**src/fsa_pkg.sv**
```systemverilog
// Shared types and constants for the fragmented sparse array.
// Field widths, operation kinds, register indexes and FSM states.
// No dependencies.
`timescale 1ns / 1ps

package fsa_pkg;

    localparam int KIND_W    = 3;
    localparam int INDEX_W   = 10;
    localparam int KEY_W     = 32;
    localparam int GEOM_W    = 5;
    localparam int LIVE_W    = 9;
    localparam int ACTIVE_W  = 5;
    localparam int CFG_IDX_W = 2;
    localparam int CFG_DATA_W = 32;

    localparam logic [GEOM_W-1:0] FRAG_COUNT_RST = 5'd16;
    localparam logic [GEOM_W-1:0] CELLS_RST      = 5'd16;
    localparam logic [KEY_W-1:0]  MARKER_RST     = 32'h8000_0000;

    localparam logic [CFG_IDX_W-1:0] CFG_FRAG_COUNT = 2'd0;
    localparam logic [CFG_IDX_W-1:0] CFG_CELLS      = 2'd1;
    localparam logic [CFG_IDX_W-1:0] CFG_MARKER     = 2'd2;

    typedef enum logic [KIND_W-1:0] {
        KIND_SET      = 3'd0,
        KIND_GET      = 3'd1,
        KIND_DELETE   = 3'd2,
        KIND_CONTAINS = 3'd3,
        KIND_IS_SET   = 3'd4,
        KIND_CLEAR    = 3'd5
    } kind_t;

    typedef enum logic [2:0] {
        ST_IDLE,
        ST_READ,
        ST_EXEC,
        ST_SCAN,
        ST_WIPE,
        ST_CLEAR
    } state_t;

endpackage

```
**src/fsa_locate.sv**
```systemverilog
// Index locator: range check against the configured capacity and split of
// the index into fragment and store slot by a short restoring division.
// Depends on fsa_pkg.
`timescale 1ns / 1ps

module fsa_locate
    import fsa_pkg::*;
#(
    parameter int MAX_FRAGMENTS          = 16,
    parameter int MAX_CELLS_PER_FRAGMENT = 16,
    localparam int DEPTH  = MAX_FRAGMENTS * MAX_CELLS_PER_FRAGMENT,
    localparam int FRAG_W = (MAX_FRAGMENTS > 1) ? $clog2(MAX_FRAGMENTS) : 1,
    localparam int SLOT_W = (DEPTH > 1) ? $clog2(DEPTH) : 1
)
(
    input  logic [GEOM_W-1:0]  fragment_count,
    input  logic [GEOM_W-1:0]  cells_per_fragment,
    input  logic [INDEX_W-1:0] index,
    output logic               ok,
    output logic [FRAG_W-1:0]  frag,
    output logic [SLOT_W-1:0]  slot
);

    localparam int DW = INDEX_W + FRAG_W;

    logic [GEOM_W-1:0]    nf;
    logic [GEOM_W-1:0]    nc;
    logic [2*GEOM_W-1:0]  capacity;
    logic [DW-1:0]        rem;
    logic [FRAG_W-1:0]    quo;
    logic [31:0]          slot_wide;

    // Saturate geometry to the store's dimensions
    assign nf = (32'(fragment_count) > MAX_FRAGMENTS) ? GEOM_W'(MAX_FRAGMENTS)
                                                      : fragment_count;
    assign nc = (32'(cells_per_fragment) > MAX_CELLS_PER_FRAGMENT)
                ? GEOM_W'(MAX_CELLS_PER_FRAGMENT) : cells_per_fragment;

    assign capacity = (2*GEOM_W)'(nf) * (2*GEOM_W)'(nc);
    assign ok = (nf != '0) && (nc != '0) && ((2*GEOM_W)'(index) < capacity);

    // Quotient is below the fragment count, so FRAG_W steps suffice
    always_comb
    begin
        logic [DW-1:0] trial;
        rem = DW'(index);
        quo = '0;
        for (int b = FRAG_W - 1; b >= 0; b--)
        begin
            trial = DW'(nc) << b;
            if (rem >= trial)
            begin
                rem    = rem - trial;
                quo[b] = 1'b1;
            end
        end
    end

    assign slot_wide = 32'(quo) * 32'(MAX_CELLS_PER_FRAGMENT) + 32'(rem);
    assign slot      = slot_wide[SLOT_W-1:0];
    assign frag      = quo;

endmodule

```
**config.mk**
```make
export PLATFORM = sky130hd
export DESIGN_NAME = fsa_locate
export DESIGN_NICKNAME = d
export VERILOG_FILES = /design/src/fsa_pkg.sv /design/src/fsa_locate.sv
export SDC_FILE = /design/constraint.sdc
export NUM_CORES = 1
export LEC_CHECK = 0
export BUFFER_PORTS_ARGS = -buffer_cell sky130_fd_sc_hd__buf_2
export CAP_MARGIN = 10
export CORE_MARGIN = 4
export CORE_UTILIZATION = 36
export DETAILED_ROUTE_END_ITERATION = 10
export PLACE_DENSITY = 0.54
export SETUP_SLACK_MARGIN = 0.3
export SLEW_MARGIN = 40
export SYNTH_ARGS = -nofsm -noshare
export SYNTH_HDL_FRONTEND = slang
export SYNTH_SLANG_ARGS = --single-unit
```
**constraint.sdc**
```tcl
create_clock -name vclk -period 20.6
set_input_delay 3.09 -clock vclk [all_inputs]
set_output_delay 3.09 -clock vclk [all_outputs]
set_load 0.01 [all_outputs]
```
==> metrics.md <==
| Metric | Value |
|---|---|
| Critical Path RT | `17.51 ns` |
| Syn Nets | `435` |
| CP max-delay cell | `a221oi_1` |
| Outcome | `complete, no violations` |
| Hold_buf cts | `0` |
| Number of placed instances, taps included | `480` |
| Clock power frac | `0%` |
| P per Cell Area | `101 nW/µm²` |
| Max Cap Violations | `0` |
| Switch share | `54.2%` |
| Drt drc | `0` |
| Post-CTS Resized | `0` |
| Comb power frac | `100.0%` |
| Max-slew violations | `0` |
| Switching pwr | `0.160 mW` |
| Layout Cell Area excl Fill | `2930 µm²` |
| IO Port Bufs | `33` |
| Vias in the first global route | `2559` |
| Die W | `94.1 µm` |
| Crit Path Category | `primary input to output pin` |
| Worst path bufs/invs | `8` |
| Data arrival, critical path | `13.30 ns` |
| FP Rows | `31` |
| Final period utilization | `79.6%` |
| Final setup TNS | `0 ns` |
| Die H | `94.1 µm` |
| Pin count of the biggest net entering global routing | `13` |
| Synth unique cells | `61` |
| I/O pin count | `33` |
| Worst Tran Pin Value | `0.742 ns` |
| Tot Pwr | `0.296 mW` |
| Leak pwr | `1.43 nW` |
| Wirelength per Cell | `14.2 µm` |
| GRT Overall Usage | `16.3%` |
| ANT nets after route | `0` |
| Area delta synth->final | `9.85%` |
| RSZ-0062 raised after global routing | `false` |
| First-pass GRT wire length | `12.0 mm` |
| Path type of the worst min-delay path | `primary input to output pin` |
| Final WS setup | `4.21 ns` |
| Grt total ovfl | `0` |
| Syn avg cell area | `7.60 µm²` |
| DIE AREA | `8850 µm²` |
| CP max FO | `11` |
| Nets | `467` |
| CP dominant cell by count | `a21oi_1` |
| WL final | `6.81 mm` |
| Placer Congestion | `0.844` |
| Internal | `0.136 mW` |
| FFs & Latches | `0` |
| Number of antenna repair diodes | `0` |
| Largest stage delay, worst path | `0.61 ns` |
| Place WS | `4.14 ns` |
| Max rail drop VDD | `0.0429 mV` |
| WHS Path Cells | `4` |
| Postcts setup bufs | `0` |
| Multi-input logic area | `2460 µm²` |
| Post-DP HPWL | `6.08 mm` |
| Initial Util | `37.0%` |
| Antenna violations before repair | `0` |
| Critical path depth | `44` |
| Tmin final | `16.39 ns` |
| Post-route insts no fill | `480` |
| Layout cells sized above 1 | `13.4%` |
| Final hold vios | `0` |
| Synth Cell Area | `2670 µm²` |
| Final core utilization | `40.6%` |
| Placed inst area | `2930 µm²` |
| Core area | `7210 µm²` |
| Synth warn | `0` |
| Vias | `2561` |
| Seq. cell area | `0 µm²` |
| First DRT Iteration DRCs | `89` |
| CP endpoint kind | `output pin` |
| Drt pass-1 iters | `4` |
| Sequential Power Share | `0%` |
| Clock buffer cells | `0` |
| Via density | `5.34` |
| Seq/Total Area, Yosys | `0%` |
| Startpoint type of the worst setup path | `primary input` |
| Cells after Synth | `351` |
| Fillers | `780` |
| Largest delay share family, worst path | `compound AO/OA/AOI/OAI gates` |
| Slew margin rel. | `49.9%` |
| Setup-failing EPs final | `0` |
| Min Hold Slack | `6.66 ns` |
| Max frequency | `0.0610 GHz` |
[power groups by stage]
stage                     sequential, mW  combinational (mW)  clock [mW]
final                                  0               0.296           0
after global routing                   0               0.335           0
after CTS                              0               0.301           0
after detailed placement               0               0.300           0
after global placement                 0               0.304           0
after floorplan                        0               0.228           0
[cell usage after synthesis (3+ instances only)]
cell type	n	area [µm²]
o21ai_0	12	60.1
nor3_1	3	15.0
a21o_1	8	60.1
a21oi_1	30	150
inv_1	43	161
mux2i_1	5	50.1
fa_1	14	280
nand3_1	6	30.0
xor2_1	11	96.3
nor2b_1	9	56.3
o21bai_1	4	30.0
nand2_1	27	101
mux2_4	5	75.1
o211ai_1	6	45.0
o31ai_1	3	22.5
o21a_1	4	30.0
nand2b_1	10	62.6
and2_1	7	43.8
or3_1	4	25.0
nor2_1	22	82.6
ha_1	50	626
xnor2_1	10	87.6
a31oi_1	7	43.8
and3_1	5	31.3
[cells by family after synthesis]
family / synth area share [%]
AND/OR/NAND/NOR: 22.8
AO/OA/AOI/OAI: 24.1
adder cells (fa/ha/maj): 34.0
buffers and inverters: 7.55
XOR/XNOR: 6.90
multiplexers: 4.69
[cell usage in the layout, fill, tap and decap left out, drive strengths merged, types with 2 or more instances in the layout]
cell    count
mux2        5
fa         14
a21o        8
nand2b     10
mux2i       5
nor3        5
nor2b       9
or3         5
o21bai      4
and3        5
nand2      27
ha         50
o21a        4
nand4       2
nor4        3
nand3       7
o32ai       2
a31oi       7
a211oi      4
a31o        2
o21ai      13
xor2       11
inv        45
and2        7
o211ai      6
nor2       22
or4         2
nand4b      2
a21oi      30
o22ai       2
buf        33
o31ai       3
xnor2      10
[routing by layer]
layer,global-route usage [%],vias up,routed length [µm]
met4,0.602,0,25
li1,-,1328,-
met1,21.3,1187,3200
met2,31.2,42,3420
met3,0.401,4,166
met5,0,-,0
[worst paths after layout]
path	start	endpoint	slack, ns
max	cells_per_fragment[4]	slot[7]	4.21
min	index[9]	ok	6.66
[worst min-delay path, delay by kind of cell]
kind	cells	cell delay [ns]
AOI/OAI and AO/OA	1	0.06
buffers and inverters	2	0.28
adders and majority gates	1	0.15
[area by class of cell]
cell class	count	area share (%)
inverter	46	5.98
timing repair buffer	33	5.64
multi-input combinational	302	84.2
tap	99	4.23
Note: power is estimated with default switching activity, not from simulation.
